**config.mk**
```make
export PLATFORM = sky130hd
export DESIGN_NAME = robot_status_frame_decoder
export DESIGN_NICKNAME = d
export VERILOG_FILES = /design/src/sv/rsfd_pkg.sv /design/src/sv/rsfd_seq.sv /design/src/sv/rsfd_scale.sv /design/src/sv/rsfd_out.sv /design/src/sv/robot_status_frame_decoder.sv
export VERILOG_INCLUDE_DIRS = /design/src /design/src/sv
export SDC_FILE = /design/constraint.sdc
export NUM_CORES = 2
export LEC_CHECK = 0
export ABC_AREA = 0
export BUFFER_PORTS_ARGS = -buffer_cell sky130_fd_sc_hd__buf_2
export CAP_MARGIN = 30
export CORE_MARGIN = 2
export CORE_UTILIZATION = 30
export DETAILED_ROUTE_END_ITERATION = 16
export GPL_ROUTABILITY_DRIVEN = 0
export SLEW_MARGIN = 20
export SYNTH_ARGS = -nofsm -noshare
export SYNTH_HDL_FRONTEND = slang
export SYNTH_SLANG_ARGS = --single-unit
```
**constraint.sdc**
```tcl
create_clock -name clk_i -period 7.8 [get_ports clk_i]
set_input_delay 1.17 -clock clk_i [delete_from_list [all_inputs] [get_ports clk_i]]
set_output_delay 1.17 -clock clk_i [all_outputs]
set_load 0.01 [all_outputs]
```
**src/sv/assert_macros.svh**
```systemverilog
// Assertion macros for the status frame decoder result stage
`ifndef ASSERT_MACROS_SVH
`define ASSERT_MACROS_SVH

// Check that a property holds at every clock edge outside reset
`define RSFD_ASSERT(lbl, prop, msg) \
  lbl: assert property (@(posedge clk_i) disable iff (!rst_ni) (prop)) else $error(msg);

// Check that a condition never holds outside reset
`define RSFD_NEVER(lbl, cond, msg) \
  lbl: assert property (@(posedge clk_i) disable iff (!rst_ni) !(cond)) else $error(msg);

`endif

```
**src/sv/rsfd_pkg.sv**
```systemverilog
// Types and constants shared by the status frame decoder modules
package rsfd_pkg;

  // Request payload on the input channel
  typedef struct packed {
    logic [7:0] byte_value;
    logic       frame_start;
  } rsfd_in_t;

  // Result payload on the output channel
  typedef struct packed {
    logic [4:0]         field_code;
    logic signed [31:0] field_value;
    logic [7:0]         sonar_slot;
    logic               stall_bit;
    logic               step_rejected;
    logic               frame_done;
  } rsfd_out_t;

  // Configuration register indexes
  localparam int unsigned CfgIdxW = 3;
  localparam logic [CfgIdxW-1:0] REG_DISTANCE_SCALE = 3'd0;
  localparam logic [CfgIdxW-1:0] REG_VELOCITY_SCALE = 3'd1;
  localparam logic [CfgIdxW-1:0] REG_RANGE_SCALE    = 3'd2;
  localparam logic [CfgIdxW-1:0] REG_HEADING_SCALE  = 3'd3;
  localparam logic [CfgIdxW-1:0] REG_CONTROL_SCALE  = 3'd4;
  localparam logic [CfgIdxW-1:0] REG_MAX_STEP       = 3'd5;

  // Field codes
  localparam logic [4:0] FC_STATUS  = 5'd0;
  localparam logic [4:0] FC_X       = 5'd1;
  localparam logic [4:0] FC_Y       = 5'd2;
  localparam logic [4:0] FC_HEADING = 5'd3;
  localparam logic [4:0] FC_LVEL    = 5'd4;
  localparam logic [4:0] FC_RVEL    = 5'd5;
  localparam logic [4:0] FC_BATTERY = 5'd6;
  localparam logic [4:0] FC_LSTALL  = 5'd7;
  localparam logic [4:0] FC_RSTALL  = 5'd8;
  localparam logic [4:0] FC_CONTROL = 5'd9;
  localparam logic [4:0] FC_PANTILT = 5'd10;
  localparam logic [4:0] FC_COMPASS = 5'd11;
  localparam logic [4:0] FC_SCOUNT  = 5'd12;
  localparam logic [4:0] FC_SONAR   = 5'd13;
  localparam logic [4:0] FC_TIMER   = 5'd14;
  localparam logic [4:0] FC_ANALOG  = 5'd15;
  localparam logic [4:0] FC_DIGIN   = 5'd16;
  localparam logic [4:0] FC_DIGOUT  = 5'd17;

  // Configuration register file contents
  typedef struct packed {
    logic [31:0] distance_scale;
    logic [31:0] velocity_scale;
    logic [31:0] range_scale;
    logic [31:0] heading_degree_scale;
    logic [31:0] control_radian_scale;
    logic [15:0] max_position_step;
  } rsfd_cfg_t;

  // How the back end finishes a field
  typedef enum logic [1:0] {
    KIND_PLAIN,
    KIND_SIGNED,
    KIND_RANGE,
    KIND_POS
  } rsfd_kind_e;

  // Which scale factor multiplies the magnitude
  typedef enum logic [2:0] {
    SEL_DIST,
    SEL_VEL,
    SEL_RANGE,
    SEL_HEAD,
    SEL_CTRL
  } rsfd_scale_e;

  // Decoded field travelling down the pipeline
  typedef struct packed {
    rsfd_kind_e  kind;
    rsfd_scale_e sel;
    logic        neg;
    logic [15:0] mag;
    logic [15:0] value;
    logic [4:0]  code;
    logic [7:0]  slot;
    logic        stall;
    logic        done;
    logic        axis_y;
    logic        first;
  } rsfd_op_t;

endpackage

```
**src/sv/rsfd_seq.sv**
```systemverilog
// Byte sequencer: tracks the frame layout and decodes each completed field
module rsfd_seq
  import rsfd_pkg::*;
(
  input  logic      clk_i,
  input  logic      rst_ni,
  input  logic      en_i,
  input  logic      acc_i,
  input  rsfd_in_t  in_i,
  output logic      s1_valid_o,
  output rsfd_op_t  s1_op_o
);

  typedef enum logic [4:0] {
    PH_IDLE, PH_X_LO, PH_X_HI, PH_Y_LO, PH_Y_HI, PH_H_LO, PH_H_HI,
    PH_LV_LO, PH_LV_HI, PH_RV_LO, PH_RV_HI, PH_BATT, PH_LSTALL, PH_RSTALL,
    PH_C_LO, PH_C_HI, PH_P_LO, PH_P_HI, PH_COMPASS, PH_SCOUNT, PH_SONAR,
    PH_T_LO, PH_T_HI, PH_ANALOG, PH_DIGIN, PH_DIGOUT
  } phase_e;

  localparam logic [7:0] CompassBadLo  = 8'd0;
  localparam logic [7:0] CompassBadMid = 8'd181;
  localparam logic [7:0] CompassBadHi  = 8'd255;

  typedef struct packed {
    logic        neg;
    logic [11:0] mag;
  } delta_t;

  phase_e      phase_q, phase_d;
  logic [7:0]  held_q, held_d;
  logic [7:0]  rem_q, rem_d;
  logic [1:0]  epos_q, epos_d;
  logic [7:0]  idx_q, idx_d;
  logic [11:0] raw_x_q, raw_x_d;
  logic [11:0] raw_y_q, raw_y_d;
  logic        started_q, started_d;
  logic [8:0]  compass_q, compass_d;
  logic        s1_valid_q, s1_valid_d;
  rsfd_op_t    s1_op_q, s1_op_d;

  logic [7:0]  b;
  logic [15:0] word;
  logic [11:0] fresh;
  logic [7:0]  rem_dec;
  delta_t      dx, dy;

  // Shorter way round 4096; half a turn goes the other way
  function automatic delta_t unwrap(input logic [11:0] from, input logic [11:0] to);
    delta_t      d;
    logic [11:0] dm;
    dm    = to - from;
    d.mag = dm[11] ? (~dm + 12'd1) : dm;
    if (dm == 12'h800) begin
      d.neg = (to > from);
    end else begin
      d.neg = dm[11];
    end
    return d;
  endfunction

  assign b       = in_i.byte_value;
  assign word    = {b, held_q};
  assign fresh   = word[11:0];
  assign rem_dec = rem_q - 8'd1;
  assign dx      = unwrap(raw_x_q, fresh);
  assign dy      = unwrap(raw_y_q, fresh);

  // Advance the frame layout and build the field request
  always_comb begin
    phase_d    = phase_q;
    held_d     = held_q;
    rem_d      = rem_q;
    epos_d     = epos_q;
    idx_d      = idx_q;
    raw_x_d    = raw_x_q;
    raw_y_d    = raw_y_q;
    started_d  = started_q;
    compass_d  = compass_q;
    s1_valid_d = 1'b0;
    s1_op_d    = '0;
    s1_op_d.kind = KIND_PLAIN;
    s1_op_d.sel  = SEL_DIST;
    if (acc_i) begin
      if (in_i.frame_start) begin
        phase_d         = PH_X_LO;
        s1_valid_d      = 1'b1;
        s1_op_d.code    = FC_STATUS;
        s1_op_d.value   = {8'd0, b};
      end else begin
        case (phase_q)
          PH_X_LO: begin held_d = b; phase_d = PH_X_HI; end
          PH_Y_LO: begin held_d = b; phase_d = PH_Y_HI; end
          PH_H_LO: begin held_d = b; phase_d = PH_H_HI; end
          PH_LV_LO: begin held_d = b; phase_d = PH_LV_HI; end
          PH_RV_LO: begin held_d = b; phase_d = PH_RV_HI; end
          PH_C_LO: begin held_d = b; phase_d = PH_C_HI; end
          PH_P_LO: begin held_d = b; phase_d = PH_P_HI; end
          PH_T_LO: begin held_d = b; phase_d = PH_T_HI; end
          PH_X_HI: begin
            raw_x_d        = fresh;
            phase_d        = PH_Y_LO;
            s1_valid_d     = 1'b1;
            s1_op_d.kind   = KIND_POS;
            s1_op_d.code   = FC_X;
            s1_op_d.neg    = dx.neg;
            s1_op_d.mag    = {4'd0, dx.mag};
            s1_op_d.first  = !started_q;
          end
          PH_Y_HI: begin
            raw_y_d        = fresh;
            started_d      = 1'b1;
            phase_d        = PH_H_LO;
            s1_valid_d     = 1'b1;
            s1_op_d.kind   = KIND_POS;
            s1_op_d.code   = FC_Y;
            s1_op_d.neg    = dy.neg;
            s1_op_d.mag    = {4'd0, dy.mag};
            s1_op_d.axis_y = 1'b1;
            s1_op_d.first  = !started_q;
          end
          PH_H_HI, PH_LV_HI, PH_RV_HI, PH_C_HI: begin
            s1_valid_d   = 1'b1;
            s1_op_d.kind = KIND_SIGNED;
            s1_op_d.neg  = word[15];
            s1_op_d.mag  = word[15] ? (~word + 16'd1) : word;
            case (phase_q)
              PH_H_HI: begin
                phase_d = PH_LV_LO; s1_op_d.code = FC_HEADING; s1_op_d.sel = SEL_HEAD;
              end
              PH_LV_HI: begin
                phase_d = PH_RV_LO; s1_op_d.code = FC_LVEL; s1_op_d.sel = SEL_VEL;
              end
              PH_RV_HI: begin
                phase_d = PH_BATT; s1_op_d.code = FC_RVEL; s1_op_d.sel = SEL_VEL;
              end
              default: begin
                phase_d = PH_P_LO; s1_op_d.code = FC_CONTROL; s1_op_d.sel = SEL_CTRL;
              end
            endcase
          end
          PH_BATT: begin
            phase_d       = PH_LSTALL;
            s1_valid_d    = 1'b1;
            s1_op_d.code  = FC_BATTERY;
            s1_op_d.value = {8'd0, b};
          end
          PH_LSTALL, PH_RSTALL: begin
            phase_d       = (phase_q == PH_LSTALL) ? PH_RSTALL : PH_C_LO;
            s1_valid_d    = 1'b1;
            s1_op_d.code  = (phase_q == PH_LSTALL) ? FC_LSTALL : FC_RSTALL;
            s1_op_d.value = {9'd0, b[7:1]};
            s1_op_d.stall = b[0];
          end
          PH_P_HI: begin
            phase_d       = PH_COMPASS;
            s1_valid_d    = 1'b1;
            s1_op_d.code  = FC_PANTILT;
            s1_op_d.value = word;
          end
          PH_COMPASS: begin
            if (b != CompassBadLo && b != CompassBadMid && b != CompassBadHi) begin
              compass_d = {b - 8'd1, 1'b0};
            end
            phase_d       = PH_SCOUNT;
            s1_valid_d    = 1'b1;
            s1_op_d.code  = FC_COMPASS;
            s1_op_d.value = {7'd0, compass_d};
          end
          PH_SCOUNT: begin
            rem_d         = b;
            epos_d        = 2'd0;
            phase_d       = (b == 8'd0) ? PH_T_LO : PH_SONAR;
            s1_valid_d    = 1'b1;
            s1_op_d.code  = FC_SCOUNT;
            s1_op_d.value = {8'd0, b};
          end
          PH_SONAR: begin
            case (epos_q)
              2'd0: begin idx_d = b; epos_d = 2'd1; end
              2'd1: begin held_d = b; epos_d = 2'd2; end
              default: begin
                epos_d       = 2'd0;
                rem_d        = rem_dec;
                if (rem_dec == 8'd0) begin
                  phase_d = PH_T_LO;
                end
                s1_valid_d   = 1'b1;
                s1_op_d.kind = KIND_RANGE;
                s1_op_d.sel  = SEL_RANGE;
                s1_op_d.code = FC_SONAR;
                s1_op_d.mag  = word;
                s1_op_d.slot = idx_q;
              end
            endcase
          end
          PH_T_HI: begin
            phase_d       = PH_ANALOG;
            s1_valid_d    = 1'b1;
            s1_op_d.code  = FC_TIMER;
            s1_op_d.value = word;
          end
          PH_ANALOG: begin
            phase_d       = PH_DIGIN;
            s1_valid_d    = 1'b1;
            s1_op_d.code  = FC_ANALOG;
            s1_op_d.value = {8'd0, b};
          end
          PH_DIGIN: begin
            phase_d       = PH_DIGOUT;
            s1_valid_d    = 1'b1;
            s1_op_d.code  = FC_DIGIN;
            s1_op_d.value = {8'd0, b};
          end
          PH_DIGOUT: begin
            phase_d       = PH_IDLE;
            s1_valid_d    = 1'b1;
            s1_op_d.code  = FC_DIGOUT;
            s1_op_d.value = {8'd0, b};
            s1_op_d.done  = 1'b1;
          end
          default: phase_d = PH_IDLE;
        endcase
      end
    end
  end

  // Hold frame state and the stage valid
  always_ff @(posedge clk_i or negedge rst_ni) begin
    if (!rst_ni) begin
      phase_q    <= PH_IDLE;
      held_q     <= '0;
      rem_q      <= '0;
      epos_q     <= '0;
      idx_q      <= '0;
      raw_x_q    <= '0;
      raw_y_q    <= '0;
      started_q  <= 1'b0;
      compass_q  <= '0;
      s1_valid_q <= 1'b0;
    end else if (en_i) begin
      phase_q    <= phase_d;
      held_q     <= held_d;
      rem_q      <= rem_d;
      epos_q     <= epos_d;
      idx_q      <= idx_d;
      raw_x_q    <= raw_x_d;
      raw_y_q    <= raw_y_d;
      started_q  <= started_d;
      compass_q  <= compass_d;
      s1_valid_q <= s1_valid_d;
    end
  end

  // Field payload
  always_ff @(posedge clk_i) begin
    if (en_i) begin
      s1_op_q <= s1_op_d;
    end
  end

  assign s1_valid_o = s1_valid_q;
  assign s1_op_o    = s1_op_q;

endmodule

```
**src/sv/rsfd_scale.sv**
```systemverilog
// Scaler: Q8.24 multiply in one stage, round to nearest even in the next
module rsfd_scale
  import rsfd_pkg::*;
(
  input  logic        clk_i,
  input  logic        rst_ni,
  input  logic        en_i,
  input  rsfd_cfg_t   cfg_i,
  input  logic        s1_valid_i,
  input  rsfd_op_t    s1_op_i,
  output logic        s3_valid_o,
  output rsfd_op_t    s3_op_o,
  output logic [24:0] s3_q_o
);

  logic        s2_valid_q, s3_valid_q;
  rsfd_op_t    s2_op_q, s3_op_q;
  logic [31:0] scale;
  logic [47:0] prod_d, prod_q;
  logic [23:0] quo, rem;
  logic        up;
  logic [24:0] q_d, q_q;

  // Pick the factor for this field
  always_comb begin
    case (s1_op_i.sel)
      SEL_DIST:  scale = cfg_i.distance_scale;
      SEL_VEL:   scale = cfg_i.velocity_scale;
      SEL_RANGE: scale = cfg_i.range_scale;
      SEL_HEAD:  scale = cfg_i.heading_degree_scale;
      SEL_CTRL:  scale = cfg_i.control_radian_scale;
      default:   scale = cfg_i.distance_scale;
    endcase
  end

  assign prod_d = 48'(s1_op_i.mag) * 48'(scale);

  // Round the product, ties to even
  assign quo = prod_q[47:24];
  assign rem = prod_q[23:0];
  assign up  = (rem > 24'h800000) || ((rem == 24'h800000) && quo[0]);
  assign q_d = {1'b0, quo} + 25'(up);

  always_ff @(posedge clk_i or negedge rst_ni) begin
    if (!rst_ni) begin
      s2_valid_q <= 1'b0;
      s3_valid_q <= 1'b0;
    end else if (en_i) begin
      s2_valid_q <= s1_valid_i;
      s3_valid_q <= s2_valid_q;
    end
  end

  always_ff @(posedge clk_i) begin
    if (en_i) begin
      s2_op_q <= s1_op_i;
      prod_q  <= prod_d;
      s3_op_q <= s2_op_q;
      q_q     <= q_d;
    end
  end

  assign s3_valid_o = s3_valid_q;
  assign s3_op_o    = s3_op_q;
  assign s3_q_o     = q_q;

endmodule

```
**src/sv/rsfd_out.sv**
```systemverilog
// Result stage: finishes each field, keeps the positions, holds the result
module rsfd_out
  import rsfd_pkg::*;
(
  input  logic        clk_i,
  input  logic        rst_ni,
  input  logic        en_i,
  input  logic [15:0] max_step_i,
  input  logic        s3_valid_i,
  input  rsfd_op_t    s3_op_i,
  input  logic [24:0] s3_q_i,
  output logic        out_valid_o,
  output rsfd_out_t   out_data_o
);

  `include "assert_macros.svh"

  logic        out_valid_q;
  rsfd_out_t   out_q, out_d;
  logic [31:0] x_q, x_d, y_q, y_d;
  logic [31:0] pos_old, pos_new, q32;
  logic [15:0] low16;
  logic        rej;

  assign q32     = {7'd0, s3_q_i};
  assign low16   = s3_op_i.neg ? (~s3_q_i[15:0] + 16'd1) : s3_q_i[15:0];
  assign pos_old = s3_op_i.axis_y ? y_q : x_q;
  assign rej     = !s3_op_i.first && (s3_q_i > {9'd0, max_step_i});

  // Zero on the first frame, drop an oversized step, else add it
  always_comb begin
    if (s3_op_i.first) begin
      pos_new = '0;
    end else if (rej) begin
      pos_new = pos_old;
    end else if (s3_op_i.neg) begin
      pos_new = pos_old - q32;
    end else begin
      pos_new = pos_old + q32;
    end
  end

  // Build the result and the position updates
  always_comb begin
    x_d = x_q;
    y_d = y_q;
    out_d.field_code    = s3_op_i.code;
    out_d.sonar_slot    = s3_op_i.slot;
    out_d.stall_bit     = s3_op_i.stall;
    out_d.frame_done    = s3_op_i.done;
    out_d.step_rejected = 1'b0;
    case (s3_op_i.kind)
      KIND_SIGNED: out_d.field_value = $signed({{16{low16[15]}}, low16});
      KIND_RANGE:  out_d.field_value = $signed({16'd0, s3_q_i[15:0]});
      KIND_POS: begin
        out_d.field_value   = $signed(pos_new);
        out_d.step_rejected = rej;
        if (s3_valid_i) begin
          if (s3_op_i.axis_y) begin
            y_d = pos_new;
          end else begin
            x_d = pos_new;
          end
        end
      end
      default:     out_d.field_value = $signed({16'd0, s3_op_i.value});
    endcase
  end

  always_ff @(posedge clk_i or negedge rst_ni) begin
    if (!rst_ni) begin
      out_valid_q <= 1'b0;
      x_q         <= '0;
      y_q         <= '0;
    end else if (en_i) begin
      out_valid_q <= s3_valid_i;
      x_q         <= x_d;
      y_q         <= y_d;
    end
  end

  // Result register
  always_ff @(posedge clk_i) begin
    if (en_i) begin
      out_q <= out_d;
    end
  end

  assign out_valid_o = out_valid_q;
  assign out_data_o  = out_q;

  `RSFD_ASSERT(a_rej_pos, (out_valid_q && out_q.step_rejected) |-> (out_q.field_code == FC_X || out_q.field_code == FC_Y), "step rejection outside a position field")
  `RSFD_ASSERT(a_done_code, (out_valid_q && out_q.frame_done) |-> (out_q.field_code == FC_DIGOUT), "frame done on a field other than digital out")
  `RSFD_ASSERT(a_pos_hold, (!en_i) |=> ($stable(x_q) && $stable(y_q)), "position moved while the pipeline was held")
  `RSFD_NEVER(a_rej_moves, en_i && s3_valid_i && s3_op_i.kind == KIND_POS && rej && pos_new != pos_old, "rejected step changed the position")

endmodule

```
**src/sv/robot_status_frame_decoder.sv**
```systemverilog
// Robot status frame decoder: one frame body byte per request, one result per completed field.
// Takes a byte every cycle unless the pipeline is held; the request that completes a field
// passes through a sequencer, a multiply stage, a rounding stage and the result register, and the
// whole pipeline holds only while a finished result waits on a stalled output. The X and Y
// positions are updated in the result stage; no clearing pass follows reset.
module robot_status_frame_decoder
  import rsfd_pkg::*;
(
  input  logic               clk_i,
  input  logic               rst_ni,
  input  logic               in_valid_i,
  output logic               in_stall_o,
  input  rsfd_in_t           in_data_i,
  output logic               out_valid_o,
  input  logic               out_stall_i,
  output rsfd_out_t          out_data_o,
  input  logic               cfg_we_i,
  input  logic [CfgIdxW-1:0] cfg_index_i,
  input  logic [31:0]        cfg_wdata_i
);

  rsfd_cfg_t   cfg_q;
  logic        en, acc;
  logic        s1_valid, s3_valid;
  rsfd_op_t    s1_op, s3_op;
  logic [24:0] s3_q;

  // Advance every stage unless a finished result is held back
  assign en         = !(out_valid_o && out_stall_i);
  assign in_stall_o = !en;
  assign acc        = in_valid_i && en;

  // Configuration registers
  always_ff @(posedge clk_i or negedge rst_ni) begin
    if (!rst_ni) begin
      cfg_q.distance_scale       <= 32'd16777216;
      cfg_q.velocity_scale       <= 32'd16777216;
      cfg_q.range_scale          <= 32'd16777216;
      cfg_q.heading_degree_scale <= 32'd1474560;
      cfg_q.control_radian_scale <= 32'd25736;
      cfg_q.max_position_step    <= 16'd100;
    end else if (cfg_we_i) begin
      case (cfg_index_i)
        REG_DISTANCE_SCALE: cfg_q.distance_scale       <= cfg_wdata_i;
        REG_VELOCITY_SCALE: cfg_q.velocity_scale       <= cfg_wdata_i;
        REG_RANGE_SCALE:    cfg_q.range_scale          <= cfg_wdata_i;
        REG_HEADING_SCALE:  cfg_q.heading_degree_scale <= cfg_wdata_i;
        REG_CONTROL_SCALE:  cfg_q.control_radian_scale <= cfg_wdata_i;
        REG_MAX_STEP:       cfg_q.max_position_step    <= cfg_wdata_i[15:0];
        default: ;
      endcase
    end
  end

  rsfd_seq u_seq (
    .clk_i      (clk_i),
    .rst_ni     (rst_ni),
    .en_i       (en),
    .acc_i      (acc),
    .in_i       (in_data_i),
    .s1_valid_o (s1_valid),
    .s1_op_o    (s1_op)
  );

  rsfd_scale u_scale (
    .clk_i      (clk_i),
    .rst_ni     (rst_ni),
    .en_i       (en),
    .cfg_i      (cfg_q),
    .s1_valid_i (s1_valid),
    .s1_op_i    (s1_op),
    .s3_valid_o (s3_valid),
    .s3_op_o    (s3_op),
    .s3_q_o     (s3_q)
  );

  rsfd_out u_out (
    .clk_i       (clk_i),
    .rst_ni      (rst_ni),
    .en_i        (en),
    .max_step_i  (cfg_q.max_position_step),
    .s3_valid_i  (s3_valid),
    .s3_op_i     (s3_op),
    .s3_q_i      (s3_q),
    .out_valid_o (out_valid_o),
    .out_data_o  (out_data_o)
  );

endmodule

```
Word-level counts from Yosys, hierarchy flattened
Index checks and enable logic that the tools add are counted.
{ "op_classes": {"addsub": 11, "multipliers": 1, "magnitude_cmp": 4, "n_eq_ne": 47, "muxes": 45, "n_bitwise": 11, "n_reduce_logical": 46} }
{ "op_table": {"columns": ["op", "n"], "rows": [
  ["2-to-1 mux 32 bit", 4],
  ["one-hot mux 16 bit (4 select lines)", 2],
  ["one-hot mux 32 bit (4 select lines)", 1],
  ["one-hot mux 5 bit (20 select lines)", 1],
  ["one-hot mux 32 bit (3 select lines)", 1],
  ["one-hot mux 5 bit (13 select lines)", 1],
  ["== test 5 bit, second input constant", 10],
  ["multiplier 16 x 32 -> 48 bit", 1],
  ["2-to-1 mux 16 bit", 3],
  ["== test 5 x 4 -> 1 bit, second input constant", 8],
  ["2-to-1 mux 12 bit", 3],
  ["adder 16 x 1 -> 16 bit, second input constant", 2],
  ["adder 32 x 25 -> 32 bit", 1],
  ["inverter 16 bit", 2],
  ["one-hot mux 8 bit (2 select lines)", 2],
  ["subtractor 32 x 25 -> 32 bit", 1],
  ["AND reduction 4 bit", 7],
  ["adder 24 x 1 -> 25 bit", 1],
  ["greater-than comparator 25 x 16 -> 1 bit", 1],
  ["adder 12 x 1 -> 12 bit, second input constant", 2],
  ["== test 12 bit, second input constant", 2],
  ["== test 24 bit, second input constant", 1],
  ["greater-than comparator 12 bit", 2],
  ["greater-than comparator 24 bit, second input constant", 1],
  ["other kinds (46)", 105]
]} }
{ "word_totals": {"register_bits": 557, "input_bits": 49, "output_inout_bits": 50} }

Depth between registers and ports, before layout
{ "logic_depth": {"depth_word": 6, "ltp_mapped": 33} }

Hierarchy
Synthesis repeated with hierarchy kept, for this count alone.
{ "hier_totals": {"hier_cells": 4535, "area_unflattened_um2": 46771.1} }
{ "modules_own_cells": {"columns": ["mod", "instances", "cells_per_inst", "area_each_um2"], "rows": [
  ["rsfd_scale", 1, 2331, 23410.0],
  ["rsfd_seq", 1, 971, 8390.5],
  ["rsfd_out", 1, 852, 8091.5],
  ["robot_status_frame_decoder", 1, 381, 6879.1]
]} }

Worst setup path after synthesis
OpenSTA, ideal clock, no wires.
{ "synth_path": {"kind": "in2reg", "startpoint": "input port out_stall_i", "endpoint": "register u_seq.rem_q[0]", "arrival_ns": 8.728, "required_time_ns": 7.648, "slack_ns": -1.080, "cell_stages": 9, "path_buffers": 1, "path_cell_list": "nand2_1 -> nand2_1 -> nor2_1 -> nand2_1 -> nor2_1 -> a21oi_1 -> clkbuf_1 -> a21oi_1 -> o31ai_1"} }
{ "synth_via": {"elab_chain_len": 4} }
{ "synth_lines": {"columns": ["element", "line", "source"], "rows": [
  ["start, declared", "robot_status_frame_decoder.sv:15", "input logic out_stall_i,"],
  ["logical AND 1 bit (*)", "robot_status_frame_decoder.sv:29", "assign en = !(out_valid_o && out_stall_i);"],
  ["zero test 1 bit", "robot_status_frame_decoder.sv:29", null],
  ["logical AND 1 bit", "robot_status_frame_decoder.sv:31", "assign acc = in_valid_i && en;"],
  ["AND reduction 5 bit (no line) (*)", null, null],
  ["end signal, assigned", "rsfd_seq.sv:244", "rem_q <= rem_d;"],
  ["end, declared", "rsfd_seq.sv:32", "logic [7:0] rem_q, rem_d;"]
]} }
Every way passes the cells marked *; elsewhere a longest branch is shown, timed or not.
A chain may end at the register's enable or synchronous reset.

Worst setup path in the final report
{ "layout_path": {"startpoint": "register u_seq.s1_op_q (netlist bit u_seq.s1_op_o[52])", "endpoint": "register u_scale.prod_q[40] (data pin)"} }
{ "layout_via": {"elab_chain_len": 3} }
{ "layout_lines": {"columns": ["element", "line", "source"], "rows": [
  ["start, declared", "rsfd_seq.sv:40", "rsfd_op_t s1_op_q, s1_op_d;"],
  ["start signal, assigned", "rsfd_seq.sv:258", "s1_op_q <= s1_op_d;"],
  ["== test 3 bit, or another cell as far along", "rsfd_scale.sv:26", "case (s1_op_i.sel)"],
  ["one-hot mux 32 bit (4 select lines) (*)", "rsfd_scale.sv:26", null],
  ["multiplier 16 x 32 -> 48 bit (*)", "rsfd_scale.sv:36", "assign prod_d = 48'(s1_op_i.mag) * 48'(scale);"],
  ["net u_scale.prod_d[40]", "rsfd_scale.sv:19", "logic [47:0] prod_d, prod_q;"],
  ["end signal, assigned", "rsfd_scale.sv:57", "prod_q <= prod_d;"],
  ["end, declared", "rsfd_scale.sv:19", null]
]} }
The timed path passes the listed nets; every way through them passes the cells marked *.

==> reports/results.tsv <==
metric	value	unit
grt_max_degree	188	
totalWireLength	119	mm
grt_use_total	15.5	%
die_y	390	microns
worstPathRequired	8.19	ns
cts-root-buf	clkbuf_16	
wl_met2	54.7	mm
antenna_found_initial	14	
grt_pass1_wl	190	mm
dp_hpwl	89.3	mm
min_period	7.58	ns
cts_buffers	56	
port_buffers	98	
rows	141	
fin_skew	0.0367	ns
clockBufferDepth	3	
fmax	132	MHz
ctsHoldBuffers	0	
dr.pass1.iters	7	
drc	0	
hold_viol	0	
cp_slowest_cell	fa_1	
nets	5262	
finalMaxSlewViolations	0	
ys.flop_type	dfrtp_1	
coreArea	148000	sq um
crit_path_max_incr_delay	0.55	ns
fillCellCount	15000	
syn_area	44700	sq um
worstPathArrival	7.97	ns
yosysSeqAreaShare	34.0	%
syn_nets	5181	
grt_pass1_vias	33700	
synth_cell_types	86	
io-pin-count	99	
hold_path_class	reg -> reg	
final_cell_area	50200	sq um
cpMostUsedCell	fa_1	
wl_met3	7.52	mm
dp_cells	6430	
grt_overflow	0	
crit_type	reg -> reg	
ff_latch_area	15200	sq um
via_per_inst	5.05	
path_max_fanout	8	
area_growth_syn_to_layout	12.3	%
cts_tree	yes	
final-instance-count-excl-fill	6575	
drv_cap	0	
max_slew_margin	29.6	%
cp_top_family	adder cells	
syn_area_per_cell	9.91	sq um
cts_htree_levels	2	
numClockSinks	557	
ys_ff_latch	557	
ant_nets	0	
synth_edf_count	248	
initial_core_util	30.2	%
insertion_delay	0.64	ns
setup-violations-final	0	
vias	33200	
post_drt_wl_per_cell	18.1	microns
min_period_over_period	97.2	%
clk_pin_slew	0.06	ns
drt_iter0_markers	2701	
yosys_warnings	0	
drive_above_1_share	14.4	%
synthArstFlopShare	55.5	%
start_kind	register	
path_buf_inv	4	
place_area	47900	sq um
met1_length	54.8	mm
routed.top_layer	met5	
crit_chain	clkinv_1 > buf_6 > nand2_1 > o22ai_1 > a221oi_4 > buf_2 > nand2_1 > fa_1 > fa_1 > fa_1 > inv_1 > fa_1 > fa_1 > fa_1 > ha_1 > nand4_1 > or2_2 > or4_1 > o211ai_1 > a32oi_2 > o221a_2 > o211ai_1 > a21oi_1 > xnor2_1	
syn_inst	4509	
multiInputGateArea	26800	sq um
die_w	390	microns
status	complete, no violations	
dieArea	152000	sq um
worst_setup_path_end_kind	register	
worst_slew_pin_slew	1.06	ns
[kinds of logic (layout without fill, tap and decap cells)]
family | Yosys count | count (layout) | share of synthesized area (%)
AO/OA/AOI/OAI | 838 | 838 | 11.5
other | 0 | 9 | 0
XOR/XNOR | 145 | 145 | 2.84
buffers and inverters | 768 | 895 | 6.62
multiplexers | 250 | 250 | 6.29
flip-flops | 557 | 557 | 34.0
AND/OR/NAND/NOR | 1328 | 1328 | 14.2
adder cells (fa/ha/maj) | 623 | 623 | 24.5
[path summary, 6_finish.rpt]
check	from	to	slack, ns	cells past startpoint
worst max register to register	u_seq.s1_op_o[52]	u_scale.prod_q[40]	0.22	24
worst min register to register	u_seq.s1_op_o[27]	u_scale.s2_op_q[27]	0.39	0
worst max-delay path	u_seq.s1_op_o[52]	u_scale.prod_q[40]	0.22	24
max in group asynchronous	rst_ni	cfg_q[100]	5.91	2
min in group asynchronous	rst_ni	u_out.out_valid_o	0.43	1
worst min-delay path	u_seq.s1_op_o[27]	u_scale.s2_op_q[27]	0.39	0
[flip-flops by register name, indices dropped and copies added, names as in the netlist, 12 cells and up]
signal,count
u_scale.s3_q_o,25
u_out.y_q,32
cfg_q,176
u_scale.s3_op_o,36
u_scale.s2_op_q,36
u_seq.raw_x_q,12
u_out.out_data_o,48
u_seq.s1_op_o,55
u_seq.raw_y_q,12
u_scale.prod_q,48
u_out.x_q,32
[per-stage QoR]
stage / setup TNS [ns] / hold WS [ns] / util [%] / setup WS (ns)
finish: 0 / 0.395 / 33.9 / 0.218
global route: -0.0751 / 0.405 / 33.9 / -0.0379
CTS: 0 / 0.393 / 33.6 / 0.0606
detailed placement: -0.0391 / 0.405 / 32.4 / -0.0391
global placement: 0 / 0.400 / 32.4 / 0.00561
floorplan: 0 / 0.400 / - / 0.0204
[area by class of cell]
cell class / instances / area share [%]
Antenna cell: 9 / 0.0449
Multi-Input combinational cell: 3184 / 53.4
Timing Repair Buffer: 262 / 4.01
Inverter: 529 / 3.97
Tap cell: 1930 / 4.81
Clock buffer: 75 / 3.01
Clock inverter: 29 / 0.491
Sequential cell: 557 / 30.3
[layer usage]
metal  vias up  track usage, %
li1      15400               -
met1     16700            21.9
met2       982            24.9
met3       145            2.44
met4         4            3.47
met5         -               0
[layout by cell type, fill, tap and decap left out, types with 25 or more instances in the layout]
master	n
nor2_1	203
dfrtp_1	294
a21o_1	52
mux2_2	234
and3_1	28
nand3_1	48
o22ai_1	84
nand2_1	561
buf_2	100
xor2_1	47
ha_1	198
and2_1	227
inv_1	524
a31oi_1	25
edfxtp_1	248
buf_4	131
xnor2_1	98
clkbuf_16	58
o21ai_0	228
fa_1	421
nor3_1	67
a21oi_1	223
nand2b_1	32
[Yosys cell counts, drive strengths merged, types with 47 or more instances]
cell type | n | share of area [%]
a21oi | 229 | 2.6
fa | 421 | 19
a21o | 52 | 0.87
clkbuf | 215 | 1.8
o21ai | 239 | 2.7
dfrtp | 294 | 16
xor2 | 47 | 0.92
mux2 | 234 | 5.9
nand3 | 49 | 0.55
xnor2 | 98 | 1.9
nor3 | 70 | 0.81
inv | 524 | 4.4
nor2 | 204 | 1.7
ha | 202 | 5.7
and2 | 229 | 3.2
o22ai | 85 | 1.2
nand2 | 566 | 4.8
edfxtp | 248 | 17
[timing repair]
action,CTS,global route
gates cloned,0,3
resized for setup,1,46
pin swaps,0,5
setup buffers,0,23
endpoints found under the setup margin,1,17
Power is left out: the tool's default activity adds up to more than one toggle a clock period on the data nets, which glitch-free logic cannot reach.
